<file path="config.mk">
export PLATFORM = sky130hd
export DESIGN_NAME = printf_format_spec_parser_flat
export DESIGN_NICKNAME = d
export VERILOG_FILES = /design/src/sv/fsp_pkg.sv /design/src/sv/fsp_char_if.sv /design/src/sv/fsp_spec_if.sv /design/src/sv/fsp_cfg_if.sv /design/src/sv/printf_format_spec_parser.sv /design/src/sv/fsp_digit_acc.sv /design/src/sv/fsp_step.sv /design/src/flat_wrapper.sv
export VERILOG_INCLUDE_DIRS = /design/src /design/src/sv
export SDC_FILE = /design/constraint.sdc
export NUM_CORES = 1
export LEC_CHECK = 0
export ABC_AREA = 1
export ABC_CLOCK_PERIOD_IN_PS = 3700
export BUFFER_PORTS_ARGS = -buffer_cell sky130_fd_sc_hd__buf_4
export CORE_MARGIN = 5
export CORE_UTILIZATION = 50
export DETAILED_ROUTE_END_ITERATION = 12
export PLACE_DENSITY = 0.7
export SETUP_SLACK_MARGIN = 0.4
export SLEW_MARGIN = 20
export SYNTH_ARGS = -nofsm -noshare
export SYNTH_HDL_FRONTEND = slang
export SYNTH_SLANG_ARGS = --single-unit
</file>
<file path="constraint.sdc">
create_clock -name clk -period 3.7 [get_ports clk]
set_input_delay 0.37 -clock clk [delete_from_list [all_inputs] [get_ports clk]]
set_output_delay 0.37 -clock clk [all_outputs]
set_load 0.01 [all_outputs]
</file>
<file path="src/sv/printf_format_spec_parser_assert.svh">
// ---------------------------------------------------------------------------
// Assertion macros for the format spec parser
// Clocked implication checks with asynchronous reset disable.
// ---------------------------------------------------------------------------
`ifndef PRINTF_FORMAT_SPEC_PARSER_ASSERT_SVH
`define PRINTF_FORMAT_SPEC_PARSER_ASSERT_SVH

// same-cycle implication
`define FSP_ASSERT_SAME(label, clk, rst_n, ante, cons) \
    label: assert property (@(posedge clk) disable iff (!rst_n) (ante) |-> (cons)) \
        else $error("fsp assertion failed");

// next-cycle implication
`define FSP_ASSERT_NEXT(label, clk, rst_n, ante, cons) \
    label: assert property (@(posedge clk) disable iff (!rst_n) (ante) |=> (cons)) \
        else $error("fsp assertion failed");

`endif

</file>
<file path="src/sv/fsp_pkg.sv">
// ---------------------------------------------------------------------------
// fsp_pkg
// Shared constants, codes and types of the format spec parser.
// ---------------------------------------------------------------------------
`timescale 1ns / 1ps

package fsp_pkg;

    localparam int unsigned COUNT_BITS_DEF    = 16;
    localparam int unsigned POINTER_BYTES_DEF = 8;

    // config register indexes
    localparam int unsigned CFG_IDX_BITS = 1;
    localparam logic [CFG_IDX_BITS-1:0] CFG_FLOAT_EN  = 1'd0;
    localparam logic [CFG_IDX_BITS-1:0] CFG_SIZE_LONG = 1'd1;

    // parse phases
    localparam logic [2:0] PH_FLAGS      = 3'd0;
    localparam logic [2:0] PH_WIDTH      = 3'd1;
    localparam logic [2:0] PH_PREC_START = 3'd2;
    localparam logic [2:0] PH_PREC_DIG   = 3'd3;
    localparam logic [2:0] PH_AFTER_L    = 3'd4;
    localparam logic [2:0] PH_AFTER_H    = 3'd5;
    localparam logic [2:0] PH_TYPE       = 3'd6;
    localparam logic [2:0] PH_UNUSED     = 3'd7;

    // conversion kinds
    localparam logic [3:0] KIND_NONE    = 4'd0;
    localparam logic [3:0] KIND_INT     = 4'd1;
    localparam logic [3:0] KIND_UINT    = 4'd2;
    localparam logic [3:0] KIND_FLOAT   = 4'd3;
    localparam logic [3:0] KIND_EXP     = 4'd4;
    localparam logic [3:0] KIND_CHAR    = 4'd5;
    localparam logic [3:0] KIND_STR     = 4'd6;
    localparam logic [3:0] KIND_PTR     = 4'd7;
    localparam logic [3:0] KIND_PERCENT = 4'd8;

    // radix values
    localparam logic [4:0] RADIX_NONE = 5'd0;
    localparam logic [4:0] RADIX_BIN  = 5'd2;
    localparam logic [4:0] RADIX_OCT  = 5'd8;
    localparam logic [4:0] RADIX_DEC  = 5'd10;
    localparam logic [4:0] RADIX_HEX  = 5'd16;

    // length modifiers
    localparam logic [2:0] LEN_NONE   = 3'd0;
    localparam logic [2:0] LEN_H      = 3'd1;
    localparam logic [2:0] LEN_HH     = 3'd2;
    localparam logic [2:0] LEN_L      = 3'd3;
    localparam logic [2:0] LEN_LL     = 3'd4;
    localparam logic [2:0] LEN_LLONLY = 3'd5;

    // flag bit positions
    localparam int unsigned FB_LEFT  = 0;
    localparam int unsigned FB_ZERO  = 1;
    localparam int unsigned FB_PLUS  = 2;
    localparam int unsigned FB_SPACE = 3;
    localparam int unsigned FB_HASH  = 4;
    localparam int unsigned FB_PREC  = 5;
    localparam int unsigned FB_UPPER = 6;
    localparam int unsigned FB_ADAPT = 7;

    // parse state other than the counters
    typedef struct packed {
        logic [2:0] phase;
        logic [7:0] flags;
        logic [1:0] stars;
        logic [2:0] length;
    } fsp_state_t;

    typedef struct packed {
        logic [3:0]  spec_kind;
        logic [4:0]  radix;
        logic [15:0] field_width;
        logic [15:0] digits_wanted;
        logic        width_from_arg;
        logic        precision_from_arg;
        logic [7:0]  flag_bits;
        logic [2:0]  length_code;
        logic        end_consumed;
    } fsp_result_t;

endpackage

</file>
<file path="src/sv/fsp_char_if.sv">
// ---------------------------------------------------------------------------
// fsp_char_if
// Character channel: one format character per transaction.
// ---------------------------------------------------------------------------
`timescale 1ns / 1ps

interface fsp_char_if;
    logic       valid;
    logic       ready;
    logic [7:0] ch;

    modport source (output valid, output ch, input ready);
    modport sink   (input valid, input ch, output ready);
endinterface

</file>
<file path="src/sv/fsp_spec_if.sv">
// ---------------------------------------------------------------------------
// fsp_spec_if
// Result channel: one parsed conversion spec per transaction.
// ---------------------------------------------------------------------------
`timescale 1ns / 1ps

interface fsp_spec_if;
    logic        valid;
    logic        ready;
    logic [3:0]  spec_kind;
    logic [4:0]  radix;
    logic [15:0] field_width;
    logic [15:0] digits_wanted;
    logic        width_from_arg;
    logic        precision_from_arg;
    logic [7:0]  flag_bits;
    logic [2:0]  length_code;
    logic        end_consumed;

    modport source (
        output valid, output spec_kind, output radix, output field_width,
        output digits_wanted, output width_from_arg, output precision_from_arg,
        output flag_bits, output length_code, output end_consumed,
        input ready
    );
    modport sink (
        input valid, input spec_kind, input radix, input field_width,
        input digits_wanted, input width_from_arg, input precision_from_arg,
        input flag_bits, input length_code, input end_consumed,
        output ready
    );
endinterface

</file>
<file path="src/sv/fsp_cfg_if.sv">
// ---------------------------------------------------------------------------
// fsp_cfg_if
// Configuration write channel: register index and write data.
// ---------------------------------------------------------------------------
`timescale 1ns / 1ps

interface fsp_cfg_if;
    logic                              valid;
    logic                              ready;
    logic [fsp_pkg::CFG_IDX_BITS-1:0]  index;
    logic                              wdata;

    modport source (output valid, output index, output wdata, input ready);
    modport sink   (input valid, input index, input wdata, output ready);
endinterface

</file>
<file path="src/sv/printf_format_spec_parser.sv">
// ---------------------------------------------------------------------------
// printf_format_spec_parser: one format character per cycle, sustained while no stall holds the step.
// Result: registered in the result register when the step takes its closing character.
// Input register -> parse step -> result register; spec state updates each step.
// Stalls: only a spec-closing character waits, while the result register still holds
// an untaken transaction; absorbed characters always go through.
// Reset: parse state cleared, float_en_reg and size_long_reg set to 1.
// ---------------------------------------------------------------------------
`timescale 1ns / 1ps

`include "printf_format_spec_parser_assert.svh"

module printf_format_spec_parser #(
    parameter int unsigned COUNT_BITS    = fsp_pkg::COUNT_BITS_DEF,
    parameter int unsigned POINTER_BYTES = fsp_pkg::POINTER_BYTES_DEF
) (
    input  logic      clk,
    input  logic      rst_n,
    fsp_char_if.sink  chars,
    fsp_spec_if.source specs,
    fsp_cfg_if.sink   cfg
);

    // -----------------------------------------------------------------------
    // Configuration registers. The user is to issue writes only while idle; the
    // block does not enforce it. Writes take effect straight away with no interlock.
    // -----------------------------------------------------------------------
    logic float_en_reg;
    logic size_long_reg;

    assign cfg.ready = 1'b1;

    always_ff @(posedge clk or negedge rst_n)
    begin
        if (!rst_n)
        begin
            float_en_reg  <= 1'b1;
            size_long_reg <= 1'b1;
        end
        else if (cfg.valid)
        begin
            case (cfg.index)
                fsp_pkg::CFG_FLOAT_EN:  float_en_reg  <= cfg.wdata;
                fsp_pkg::CFG_SIZE_LONG: size_long_reg <= cfg.wdata;
                default: ;
            endcase
        end
    end

    // -----------------------------------------------------------------------
    // Input register: holds one character until the step consumes it.
    // -----------------------------------------------------------------------
    logic       in_vld_reg;
    logic       in_vld_next;
    logic [7:0] in_ch_reg;

    // -----------------------------------------------------------------------
    // Parse state
    // -----------------------------------------------------------------------
    fsp_pkg::fsp_state_t   st_reg;
    fsp_pkg::fsp_state_t   st_next;
    logic [COUNT_BITS-1:0] wcnt_reg;
    logic [COUNT_BITS-1:0] wcnt_next;
    logic [COUNT_BITS-1:0] pcnt_reg;
    logic [COUNT_BITS-1:0] pcnt_next;

    // -----------------------------------------------------------------------
    // Result register
    // -----------------------------------------------------------------------
    logic                 out_vld_reg;
    logic                 out_vld_next;
    fsp_pkg::fsp_result_t out_res_reg;

    logic                 step_emit;
    fsp_pkg::fsp_result_t step_res;
    logic                 advance;

    fsp_step #(
        .COUNT_BITS    (COUNT_BITS),
        .POINTER_BYTES (POINTER_BYTES)
    ) u_step (
        .ch        (in_ch_reg),
        .st        (st_reg),
        .wcnt      (wcnt_reg),
        .pcnt      (pcnt_reg),
        .float_en  (float_en_reg),
        .size_long (size_long_reg),
        .st_next   (st_next),
        .wcnt_next (wcnt_next),
        .pcnt_next (pcnt_next),
        .emit      (step_emit),
        .res       (step_res)
    );

    // The step only stalls when it closes a spec and the result register
    // still holds an untaken transaction. Characters that are absorbed
    // always go through.
    assign advance     = in_vld_reg && (!step_emit || !out_vld_reg || specs.ready);
    assign chars.ready = !in_vld_reg || advance;

    always_comb
    begin
        in_vld_next = in_vld_reg;
        if (chars.valid && chars.ready)
            in_vld_next = 1'b1;
        else if (advance)
            in_vld_next = 1'b0;

        out_vld_next = out_vld_reg;
        if (advance && step_emit)
            out_vld_next = 1'b1;
        else if (specs.ready)
            out_vld_next = 1'b0;
    end

    always_ff @(posedge clk or negedge rst_n)
    begin
        if (!rst_n)
        begin
            in_vld_reg  <= 1'b0;
            out_vld_reg <= 1'b0;
            st_reg      <= '0;
            wcnt_reg    <= '0;
            pcnt_reg    <= '0;
        end
        else
        begin
            in_vld_reg  <= in_vld_next;
            out_vld_reg <= out_vld_next;
            if (advance)
            begin
                st_reg   <= st_next;
                wcnt_reg <= wcnt_next;
                pcnt_reg <= pcnt_next;
            end
        end
    end

    // payload registers, no reset
    always_ff @(posedge clk)
    begin
        if (chars.valid && chars.ready)
            in_ch_reg <= chars.ch;
        if (advance && step_emit)
            out_res_reg <= step_res;
    end

    assign specs.valid              = out_vld_reg;
    assign specs.spec_kind          = out_res_reg.spec_kind;
    assign specs.radix              = out_res_reg.radix;
    assign specs.field_width        = out_res_reg.field_width;
    assign specs.digits_wanted      = out_res_reg.digits_wanted;
    assign specs.width_from_arg     = out_res_reg.width_from_arg;
    assign specs.precision_from_arg = out_res_reg.precision_from_arg;
    assign specs.flag_bits          = out_res_reg.flag_bits;
    assign specs.length_code        = out_res_reg.length_code;
    assign specs.end_consumed       = out_res_reg.end_consumed;

    // -----------------------------------------------------------------------
    // Assertions
    // -----------------------------------------------------------------------
    // a held character means the result side is backed up
    `FSP_ASSERT_SAME(a_stall_cause, clk, rst_n, in_vld_reg && !advance,
        out_vld_reg && !specs.ready)
    // closing a spec leaves a clean parse state
    `FSP_ASSERT_NEXT(a_clear_after_spec, clk, rst_n, advance && step_emit,
        st_reg.phase == fsp_pkg::PH_FLAGS && wcnt_reg == '0 && pcnt_reg == '0)
    // an unconsumed end character only comes with kind none
    `FSP_ASSERT_SAME(a_unconsumed_none, clk, rst_n, out_vld_reg && !out_res_reg.end_consumed,
        out_res_reg.spec_kind == fsp_pkg::KIND_NONE)
    // radix is set for integer kinds only
    `FSP_ASSERT_SAME(a_radix_int_only, clk, rst_n,
        out_vld_reg && out_res_reg.radix != fsp_pkg::RADIX_NONE,
        out_res_reg.spec_kind == fsp_pkg::KIND_INT || out_res_reg.spec_kind == fsp_pkg::KIND_UINT)

endmodule

</file>
<file path="src/sv/fsp_digit_acc.sv">
// ---------------------------------------------------------------------------
// fsp_digit_acc
// Saturating decimal accumulate: cnt * 10 + digit, clamped to all ones.
// ---------------------------------------------------------------------------
`timescale 1ns / 1ps

module fsp_digit_acc #(
    parameter int unsigned COUNT_BITS = fsp_pkg::COUNT_BITS_DEF
) (
    input  logic [COUNT_BITS-1:0] cnt,
    input  logic [3:0]            digit,
    output logic [COUNT_BITS-1:0] acc
);

    localparam int unsigned WIDE = COUNT_BITS + 4;

    logic [WIDE-1:0] sum;

    // x*10 = x*8 + x*2
    assign sum = {1'b0, cnt, 3'b000} + {3'b000, cnt, 1'b0} + WIDE'(digit);
    assign acc = (sum[WIDE-1:COUNT_BITS] != 4'd0) ? {COUNT_BITS{1'b1}}
                                                  : sum[COUNT_BITS-1:0];

endmodule

</file>
<file path="src/sv/fsp_step.sv">
// ---------------------------------------------------------------------------
// fsp_step
// One parse step: phase decode, counter update and type rules.
// ---------------------------------------------------------------------------
`timescale 1ns / 1ps

module fsp_step #(
    parameter int unsigned COUNT_BITS    = fsp_pkg::COUNT_BITS_DEF,
    parameter int unsigned POINTER_BYTES = fsp_pkg::POINTER_BYTES_DEF
) (
    input  logic [7:0]             ch,
    input  fsp_pkg::fsp_state_t    st,
    input  logic [COUNT_BITS-1:0]  wcnt,
    input  logic [COUNT_BITS-1:0]  pcnt,
    input  logic                   float_en,
    input  logic                   size_long,
    output fsp_pkg::fsp_state_t    st_next,
    output logic [COUNT_BITS-1:0]  wcnt_next,
    output logic [COUNT_BITS-1:0]  pcnt_next,
    output logic                   emit,
    output fsp_pkg::fsp_result_t   res
);

    localparam logic [COUNT_BITS-1:0] PTR_WIDTH = COUNT_BITS'(POINTER_BYTES * 2);

    logic [COUNT_BITS-1:0] wacc;
    logic [COUNT_BITS-1:0] pacc;
    logic                  is_dig;

    assign is_dig = (ch >= "0") && (ch <= "9");

    fsp_digit_acc #(.COUNT_BITS(COUNT_BITS)) u_wacc (
        .cnt   (wcnt),
        .digit (ch[3:0]),
        .acc   (wacc)
    );

    fsp_digit_acc #(.COUNT_BITS(COUNT_BITS)) u_pacc (
        .cnt   (pcnt),
        .digit (ch[3:0]),
        .acc   (pacc)
    );

    always_comb
    begin
        logic                  to_w;
        logic                  to_len;
        logic                  to_l;
        logic                  to_h;
        logic                  to_type;
        logic [7:0]            fl;
        logic [COUNT_BITS-1:0] wid;

        to_w      = 1'b0;
        to_len    = 1'b0;
        to_l      = 1'b0;
        to_h      = 1'b0;
        to_type   = 1'b0;
        fl        = st.flags;
        wid       = wcnt;
        st_next   = st;
        wcnt_next = wcnt;
        pcnt_next = pcnt;
        emit      = 1'b0;
        res       = '0;

        case (st.phase)
            fsp_pkg::PH_FLAGS, fsp_pkg::PH_UNUSED:
            begin
                st_next.phase = fsp_pkg::PH_FLAGS;
                if (ch == "0")
                    st_next.flags[fsp_pkg::FB_ZERO] = 1'b1;
                else if (ch == "-")
                    st_next.flags[fsp_pkg::FB_LEFT] = 1'b1;
                else if (ch == "+")
                    st_next.flags[fsp_pkg::FB_PLUS] = 1'b1;
                else if (ch == " ")
                    st_next.flags[fsp_pkg::FB_SPACE] = 1'b1;
                else if (ch == "#")
                    st_next.flags[fsp_pkg::FB_HASH] = 1'b1;
                else if (is_dig)
                begin
                    wcnt_next     = wacc;
                    st_next.phase = fsp_pkg::PH_WIDTH;
                end
                else if (ch == "*")
                begin
                    st_next.stars[0] = 1'b1;
                    st_next.phase    = fsp_pkg::PH_WIDTH;
                end
                else
                    to_w = 1'b1;
            end
            fsp_pkg::PH_WIDTH:      to_w = 1'b1;
            fsp_pkg::PH_PREC_START:
            begin
                if (is_dig)
                begin
                    pcnt_next     = pacc;
                    st_next.phase = fsp_pkg::PH_PREC_DIG;
                end
                else if (ch == "*")
                begin
                    st_next.stars[1] = 1'b1;
                    st_next.phase    = fsp_pkg::PH_PREC_DIG;
                end
                else
                    to_len = 1'b1;
            end
            fsp_pkg::PH_PREC_DIG:
            begin
                if (is_dig && !st.stars[1])
                    pcnt_next = pacc;
                else
                    to_len = 1'b1;
            end
            fsp_pkg::PH_AFTER_L:    to_l = 1'b1;
            fsp_pkg::PH_AFTER_H:    to_h = 1'b1;
            fsp_pkg::PH_TYPE:       to_type = 1'b1;
            default:                to_type = 1'b1;
        endcase

        if (to_w)
        begin
            if (is_dig && !st.stars[0])
            begin
                wcnt_next     = wacc;
                st_next.phase = fsp_pkg::PH_WIDTH;
            end
            else if (ch == ".")
            begin
                st_next.flags[fsp_pkg::FB_PREC] = 1'b1;
                st_next.phase = fsp_pkg::PH_PREC_START;
            end
            else
                to_len = 1'b1;
        end

        if (to_len)
        begin
            if (ch == "l")
            begin
                st_next.length = fsp_pkg::LEN_L;
                st_next.phase  = fsp_pkg::PH_AFTER_L;
            end
            else if (ch == "h")
            begin
                st_next.length = fsp_pkg::LEN_H;
                st_next.phase  = fsp_pkg::PH_AFTER_H;
            end
            else if (ch inside {"t", "j", "z"})
            begin
                st_next.length = size_long ? fsp_pkg::LEN_L : fsp_pkg::LEN_LLONLY;
                st_next.phase  = fsp_pkg::PH_TYPE;
            end
            else
                to_type = 1'b1;
        end

        if (to_l)
        begin
            if (ch == "l")
            begin
                st_next.length = fsp_pkg::LEN_LL;
                st_next.phase  = fsp_pkg::PH_TYPE;
            end
            else
                to_type = 1'b1;
        end

        if (to_h)
        begin
            if (ch == "h")
            begin
                st_next.length = fsp_pkg::LEN_HH;
                st_next.phase  = fsp_pkg::PH_TYPE;
            end
            else
                to_type = 1'b1;
        end

        // type character always closes the spec
        if (to_type)
        begin
            emit              = 1'b1;
            res.spec_kind     = fsp_pkg::KIND_NONE;
            res.radix         = fsp_pkg::RADIX_NONE;
            res.end_consumed  = 1'b1;

            if (ch inside {"d", "i", "u", "x", "X", "o", "b"})
            begin
                if (ch inside {"x", "X"})
                    res.radix = fsp_pkg::RADIX_HEX;
                else if (ch == "o")
                    res.radix = fsp_pkg::RADIX_OCT;
                else if (ch == "b")
                    res.radix = fsp_pkg::RADIX_BIN;
                else
                begin
                    res.radix = fsp_pkg::RADIX_DEC;
                    fl[fsp_pkg::FB_HASH] = 1'b0;
                end
                if (ch == "X")
                    fl[fsp_pkg::FB_UPPER] = 1'b1;
                if (!(ch inside {"d", "i"}))
                begin
                    fl[fsp_pkg::FB_PLUS]  = 1'b0;
                    fl[fsp_pkg::FB_SPACE] = 1'b0;
                end
                if (fl[fsp_pkg::FB_PREC])
                    fl[fsp_pkg::FB_ZERO] = 1'b0;
                res.spec_kind = (ch inside {"d", "i"}) ? fsp_pkg::KIND_INT
                                                       : fsp_pkg::KIND_UINT;
            end
            else if (ch inside {"f", "F"})
            begin
                if (float_en)
                begin
                    if (ch == "F")
                        fl[fsp_pkg::FB_UPPER] = 1'b1;
                    res.spec_kind = fsp_pkg::KIND_FLOAT;
                end
                else
                    res.end_consumed = 1'b0;
            end
            else if (ch inside {"e", "E", "g", "G"})
            begin
                if (float_en)
                begin
                    if (ch inside {"g", "G"})
                        fl[fsp_pkg::FB_ADAPT] = 1'b1;
                    if (ch inside {"E", "G"})
                        fl[fsp_pkg::FB_UPPER] = 1'b1;
                    res.spec_kind = fsp_pkg::KIND_EXP;
                end
                else
                    res.end_consumed = 1'b0;
            end
            else if (ch == "c")
                res.spec_kind = fsp_pkg::KIND_CHAR;
            else if (ch == "s")
                res.spec_kind = fsp_pkg::KIND_STR;
            else if (ch == "p")
            begin
                wid                   = PTR_WIDTH;
                fl[fsp_pkg::FB_ZERO]  = 1'b1;
                fl[fsp_pkg::FB_UPPER] = 1'b1;
                res.spec_kind         = fsp_pkg::KIND_PTR;
            end
            else if (ch == "%")
                res.spec_kind = fsp_pkg::KIND_PERCENT;
            else
                res.end_consumed = 1'b0;

            res.field_width        = 16'(wid);
            res.digits_wanted      = 16'(pcnt);
            res.width_from_arg     = st.stars[0];
            res.precision_from_arg = st.stars[1];
            res.flag_bits          = fl;
            res.length_code        = st.length;

            st_next       = '0;
            st_next.phase = fsp_pkg::PH_FLAGS;
            wcnt_next     = '0;
            pcnt_next     = '0;
        end
    end

endmodule
</file>
<file path="src/flat_wrapper.sv">
// flat-port wrapper written by rule: the top's interface ports become plain ports
module printf_format_spec_parser_flat 
#(
    parameter int unsigned COUNT_BITS    = fsp_pkg::COUNT_BITS_DEF,
    parameter int unsigned POINTER_BYTES = fsp_pkg::POINTER_BYTES_DEF
)
  (clk, rst_n, chars_valid, chars_ch, chars_ready, specs_valid, specs_spec_kind, specs_radix, specs_field_width, specs_digits_wanted, specs_width_from_arg, specs_precision_from_arg, specs_flag_bits, specs_length_code, specs_end_consumed, specs_ready, cfg_valid, cfg_index, cfg_wdata, cfg_ready);
  fsp_char_if chars_i ();
  fsp_spec_if specs_i ();
  fsp_cfg_if cfg_i ();
  input  logic clk;
  input  logic rst_n;
  input wire logic [$bits(chars_i.valid)-1:0] chars_valid;
  input wire logic [$bits(chars_i.ch)-1:0] chars_ch;
  output wire logic [$bits(chars_i.ready)-1:0] chars_ready;
  output wire logic [$bits(specs_i.valid)-1:0] specs_valid;
  output wire logic [$bits(specs_i.spec_kind)-1:0] specs_spec_kind;
  output wire logic [$bits(specs_i.radix)-1:0] specs_radix;
  output wire logic [$bits(specs_i.field_width)-1:0] specs_field_width;
  output wire logic [$bits(specs_i.digits_wanted)-1:0] specs_digits_wanted;
  output wire logic [$bits(specs_i.width_from_arg)-1:0] specs_width_from_arg;
  output wire logic [$bits(specs_i.precision_from_arg)-1:0] specs_precision_from_arg;
  output wire logic [$bits(specs_i.flag_bits)-1:0] specs_flag_bits;
  output wire logic [$bits(specs_i.length_code)-1:0] specs_length_code;
  output wire logic [$bits(specs_i.end_consumed)-1:0] specs_end_consumed;
  input wire logic [$bits(specs_i.ready)-1:0] specs_ready;
  input wire logic [$bits(cfg_i.valid)-1:0] cfg_valid;
  input wire logic [$bits(cfg_i.index)-1:0] cfg_index;
  input wire logic [$bits(cfg_i.wdata)-1:0] cfg_wdata;
  output wire logic [$bits(cfg_i.ready)-1:0] cfg_ready;
  assign chars_i.valid = chars_valid;
  assign chars_i.ch = chars_ch;
  assign chars_ready = chars_i.ready;
  assign specs_valid = specs_i.valid;
  assign specs_spec_kind = specs_i.spec_kind;
  assign specs_radix = specs_i.radix;
  assign specs_field_width = specs_i.field_width;
  assign specs_digits_wanted = specs_i.digits_wanted;
  assign specs_width_from_arg = specs_i.width_from_arg;
  assign specs_precision_from_arg = specs_i.precision_from_arg;
  assign specs_flag_bits = specs_i.flag_bits;
  assign specs_length_code = specs_i.length_code;
  assign specs_end_consumed = specs_i.end_consumed;
  assign specs_i.ready = specs_ready;
  assign cfg_i.valid = cfg_valid;
  assign cfg_i.index = cfg_index;
  assign cfg_i.wdata = cfg_wdata;
  assign cfg_ready = cfg_i.ready;
  printf_format_spec_parser #(.COUNT_BITS(COUNT_BITS), .POINTER_BYTES(POINTER_BYTES)) u_core (.clk(clk), .rst_n(rst_n), .chars(chars_i), .specs(specs_i), .cfg(cfg_i));
endmodule
</file>
==> flow_summary.rst <==
.. list-table::
   :header-rows: 1

   * - Metric
     - Value
   * - Vertical die dimension
     - 132 um
   * - Clock latency on the worst-skew pair
     - 0.35 ns
   * - Clock network fraction of total power
     - 0.276
   * - H-tree lvl count
     - 3
   * - Via count of the first global-routing pass
     - 5976
   * - Slowest stage cell, crit path
     - sky130_fd_sc_hd__fa_1
   * - Number of routed nets with antenna violations
     - 0
   * - Cell chain of the critical path
     - buf_4, fa_1, fa_1, nand3_1, nand2_1, inv_1, o21bai_1, nand3_1, nand2_1, nand2_1, nand2_1, nor2_1, nand2_1, buf_4, or2_2, nor2_1, nor2_1
   * - Portion of total power attributed to sequential cells
     - 0.426
   * - Seq/Total Area, Yosys
     - 0.413
   * - Cell family with the largest share of critical-path delay
     - simple AND/OR/NAND/NOR gates
   * - CORE AREA
     - 14600 sq um
   * - Part of the power in combinational logic
     - 0.298
   * - Hold Fails Final Rpt
     - 0
   * - Switching power share of the total
     - 0.330
   * - Dominant cells by area after synthesis
     - sky130_fd_sc_hd__edfxtp_1 24%, sky130_fd_sc_hd__dfrtp_1 16%, sky130_fd_sc_hd__nand2_1 11%
   * - Pre-Repair DR Iteration Count
     - 5
   * - RSZ-0062 raised after global routing
     - false
   * - Congestion Overflow GR
     - 0
   * - TritonCTS clock tree
     - built
   * - Outcome
     - finished, final reports clean
   * - CTS clk-pin slew, worst paths
     - 0.07 ns
   * - Maximum ir drop on the vdd rail
     - 267 uV
   * - Area of the mapped netlist
     - 7480 sq um
   * - Total CTS buffers
     - 9
   * - Number of enable-type register cells in the synthesized netlist
     - 61
   * - CP required
     - 3.94 ns
   * - Count of standard-cell rows
     - 44
   * - Category of the most critical setup path
     - register to register
   * - Depth of the critical timing path with buffers and inverters included
     - 17
   * - Final count of negative-setup-slack endpoints
     - 0
   * - Max-slew violation count
     - 0
   * - Synthesis-to-finish area growth
     - 14.5%
   * - Wire length of the first global-routing pass
     - 30.1 mm
   * - Count of clock tree sinks
     - 111
   * - Worst Path Arrival
     - 3.33 ns
   * - Buf/Inv on CP
     - 3
   * - Synth warn
     - 0
   * - Detailed-route via count
     - 6365
   * - Hold WC Path Type
     - primary input to asynchronous set/reset pin
   * - Final clock period utilization by the worst path
     - 0.835
   * - Starting utilization of the core area
     - 0.513
   * - Clock skew
     - 0.00720 ns
   * - Root Buffer Master
     - sky130_fd_sc_hd__clkbuf_16
   * - Synthesized instance count
     - 927
   * - Critical path fanouts, max
     - 6
   * - Global routing usage summed across all routing layers
     - 0.206
   * - List of most frequent post-synthesis cells
     - 214 x sky130_fd_sc_hd__nand2_1, 110 x sky130_fd_sc_hd__nor2_1, 106 x sky130_fd_sc_hd__inv_1, 64 x sky130_fd_sc_hd__nand3_1, 62 x sky130_fd_sc_hd__ha_1
   * - Layout Utilization
     - 0.587
   * - Ratio of total power to cell area
     - 460 nW/um^2
   * - Maximum number of buffers from clock root to sink
     - 2
   * - Die Footprint
     - 17500 sq um
   * - Final sum of negative setup slack
     - 0 ns
   * - Post-synth ARST share
     - 0.450
   * - Port Buffers
     - 69
   * - Die width
     - 132 um
   * - Net Sw Power
     - 1.30 mW
   * - Routability cong.
     - 0.882
   * - Pin count of the biggest net entering global routing
     - 53
   * - Count of pins on the block boundary
     - 73
   * - Library cell with the highest instance count after synthesis
     - sky130_fd_sc_hd__nand2_1
   * - Average size of a mapped cell
     - 8.07 sq um
   * - Leakage power
     - 4.34 nW
   * - Dominant cell type by area after synthesis
     - sky130_fd_sc_hd__edfxtp_1
   * - Final critical path time including I/O delays and setup
     - 3.09 ns
   * - Highest achievable clock rate
     - 324 MHz
   * - Iter 0 DRT Violations
     - 561
   * - Routed wire length per instance
     - 14.9 um
   * - CP Capture Type
     - register
   * - Detailed placer's ending HPWL
     - 13.4 mm
   * - Via count normalized by instance count
     - 5.35
   * - DRC violation count after routing
     - 0
   * - Antenna diode count
     - 0
   * - Number of maximum-capacitance constraint violations
     - 0
   * - Worst rel slew slack
     - 0.492
   * - Most common cell type on the critical path
     - sky130_fd_sc_hd__nand2_1
   * - Internal power
     - 2.64 mW
   * - Nets
     - 1081
   * - Length in cells of the worst reg-to-reg path
     - 17
   * - Worst setup SP type
     - register
   * - Total wire length after detailed routing
     - 17.8 mm
   * - Flip-flop cell with the highest count after synthesis
     - sky130_fd_sc_hd__edfxtp_1
   * - Count of different cell masters after synthesis
     - 47
   * - Initial antenna violation count
     - 0
   * - Maximum single-stage delay on the critical path
     - 0.50 ns
   * - Post-synthesis register bit count
     - 111
   * - Pin slew with the least headroom to its limit
     - 0.760 ns
   * - Share of the synthesized area in the top cell type
     - 0.245
   * - Layout cell share with drive strength beyond 1
     - 0.150
   * - Number of buffers inserted for hold repair after clock tree synthesis
     - 0
path summary, 6_finish.rpt:
check	from	to	slack, ns
setup / recovery	u_core.in_ch_reg[3]	u_core.wcnt_reg[15]	0.61
hold / removal	rst_n	u_core.wcnt_reg[14]	0.06
setup reg to reg	u_core.in_ch_reg[3]	u_core.wcnt_reg[15]	0.61
hold reg to reg	u_core.st_reg[9]	u_core.st_reg[9]	0.49
max in group asynchronous	rst_n	u_core.st_reg[3]	3.19
min in group clk	cfg_valid	u_core.float_en_reg	0.18
power groups by stage:
stage	logic (mW)	clock network (mW)	registers (mW)
after global placement	1.13	0	1.71
after floorplan	0.639	0	1.76
after detailed placement	1.15	0	1.71
final	1.17	1.09	1.68
after CTS	1.16	1.10	1.68
after global routing	1.30	1.16	1.70
metrics by stage:
| stage | cell area, sq um | hold WS, ns | cells | worst slack [ns] | total power, mW |
|---|---|---|---|---|---|
| 2_1_floorplan | 7490 | 0.0744 | 928 | 0.627 | 2.40 |
| 3_3_place_gp | 8150 | 0.449 | 1167 | 0.403 | 2.84 |
| 3_5_place_dp | 8150 | 0.459 | 1167 | 0.259 | 2.86 |
| 4_1_cts | 8510 | 0.0770 | 1185 | 0.431 | 3.94 |
| 5_1_grt | 8560 | 0.108 | 1189 | 0.372 | 4.16 |
| 6_report | 8560 | 0.0597 | 1189 | 0.612 | 3.94 |
repair_timing:
| action | in CTS | in global routing |
|---|---|---|
| resized for setup | 1 | 6 |
| hold endpoints to repair | 0 | 0 |
| setup endpoints to repair | 11 | 24 |
| setup buffers | 2 | 4 |
worst reg2reg max path, delay by kind of cell, from the launching register on:
family,cells,cell delay (ns)
compound gates,1,0.12
fa+ha+maj,2,0.98
buf+inv,3,0.46
flops,1,0.39
simple gates,11,1.04
cells by family after synthesis:
group / synth area share
AO/OA/AOI/OAI: 0.0987
XOR/XNOR: 0.0187
adder cells (fa/ha/maj): 0.114
buffers and inverters: 0.0786
flip-flops: 0.413
other: 0.00100
AND/OR/NAND/NOR: 0.276
cells in the final DEF, fill, tap and decap left out, types with 2 or more instances in the layout:
cell type / count
sky130_fd_sc_hd__nor4_1: 2
sky130_fd_sc_hd__ha_1: 62
sky130_fd_sc_hd__o211ai_1: 8
sky130_fd_sc_hd__a221oi_1: 2
sky130_fd_sc_hd__or2_2: 7
sky130_fd_sc_hd__nor2_1: 108
sky130_fd_sc_hd__o21ai_1: 8
sky130_fd_sc_hd__o21ai_0: 41
sky130_fd_sc_hd__clkbuf_8: 2
sky130_fd_sc_hd__clkbuf_16: 9
sky130_fd_sc_hd__nand3_1: 64
sky130_fd_sc_hd__a21oi_1: 44
sky130_fd_sc_hd__nor3_1: 28
sky130_fd_sc_hd__bufinv_16: 2
sky130_fd_sc_hd__edfxtp_1: 61
sky130_fd_sc_hd__clkinvlp_4: 3
sky130_fd_sc_hd__nand4_1: 15
sky130_fd_sc_hd__buf_4: 81
sky130_fd_sc_hd__nand2_1: 213
sky130_fd_sc_hd__dfrtp_1: 48
sky130_fd_sc_hd__nand3_2: 2
sky130_fd_sc_hd__nand2_2: 5
sky130_fd_sc_hd__o21bai_1: 5
sky130_fd_sc_hd__xor2_1: 13
sky130_fd_sc_hd__conb_1: 3
sky130_fd_sc_hd__nand2_4: 4
sky130_fd_sc_hd__a31oi_1: 6
sky130_fd_sc_hd__fa_1: 4
sky130_fd_sc_hd__nor2_2: 12
sky130_fd_sc_hd__inv_1: 104
sky130_fd_sc_hd__inv_2: 10
sky130_fd_sc_hd__xnor2_1: 3
sky130_fd_sc_hd__a21boi_0: 2
sky130_fd_sc_hd__o22ai_1: 2
sky130_fd_sc_hd__a21o_1: 5
sky130_fd_sc_hd__nand3b_1: 2
sky130_fd_sc_hd__dfstp_2: 2
cell type report:
type / instances / area [sq um]
clock buffers: 11 / 253
clock inverters: 5 / 87.6
fillers: 1303 / 6020
inverters: 117 / 449
multi-input cells: 679 / 3830
flip-flops and latches: 111 / 3090
well taps: 184 / 230
repair buffers: 82 / 628
per-layer routing:
layer  wire (um)  part of all wire  track usage
met1        8510              0.48        0.313
met2        7860              0.44        0.304
met3        1130             0.064       0.0355
met4         263             0.015       0.0588
met5           0                 0            0
No activity file was read; power rests on OpenSTA's default activity.
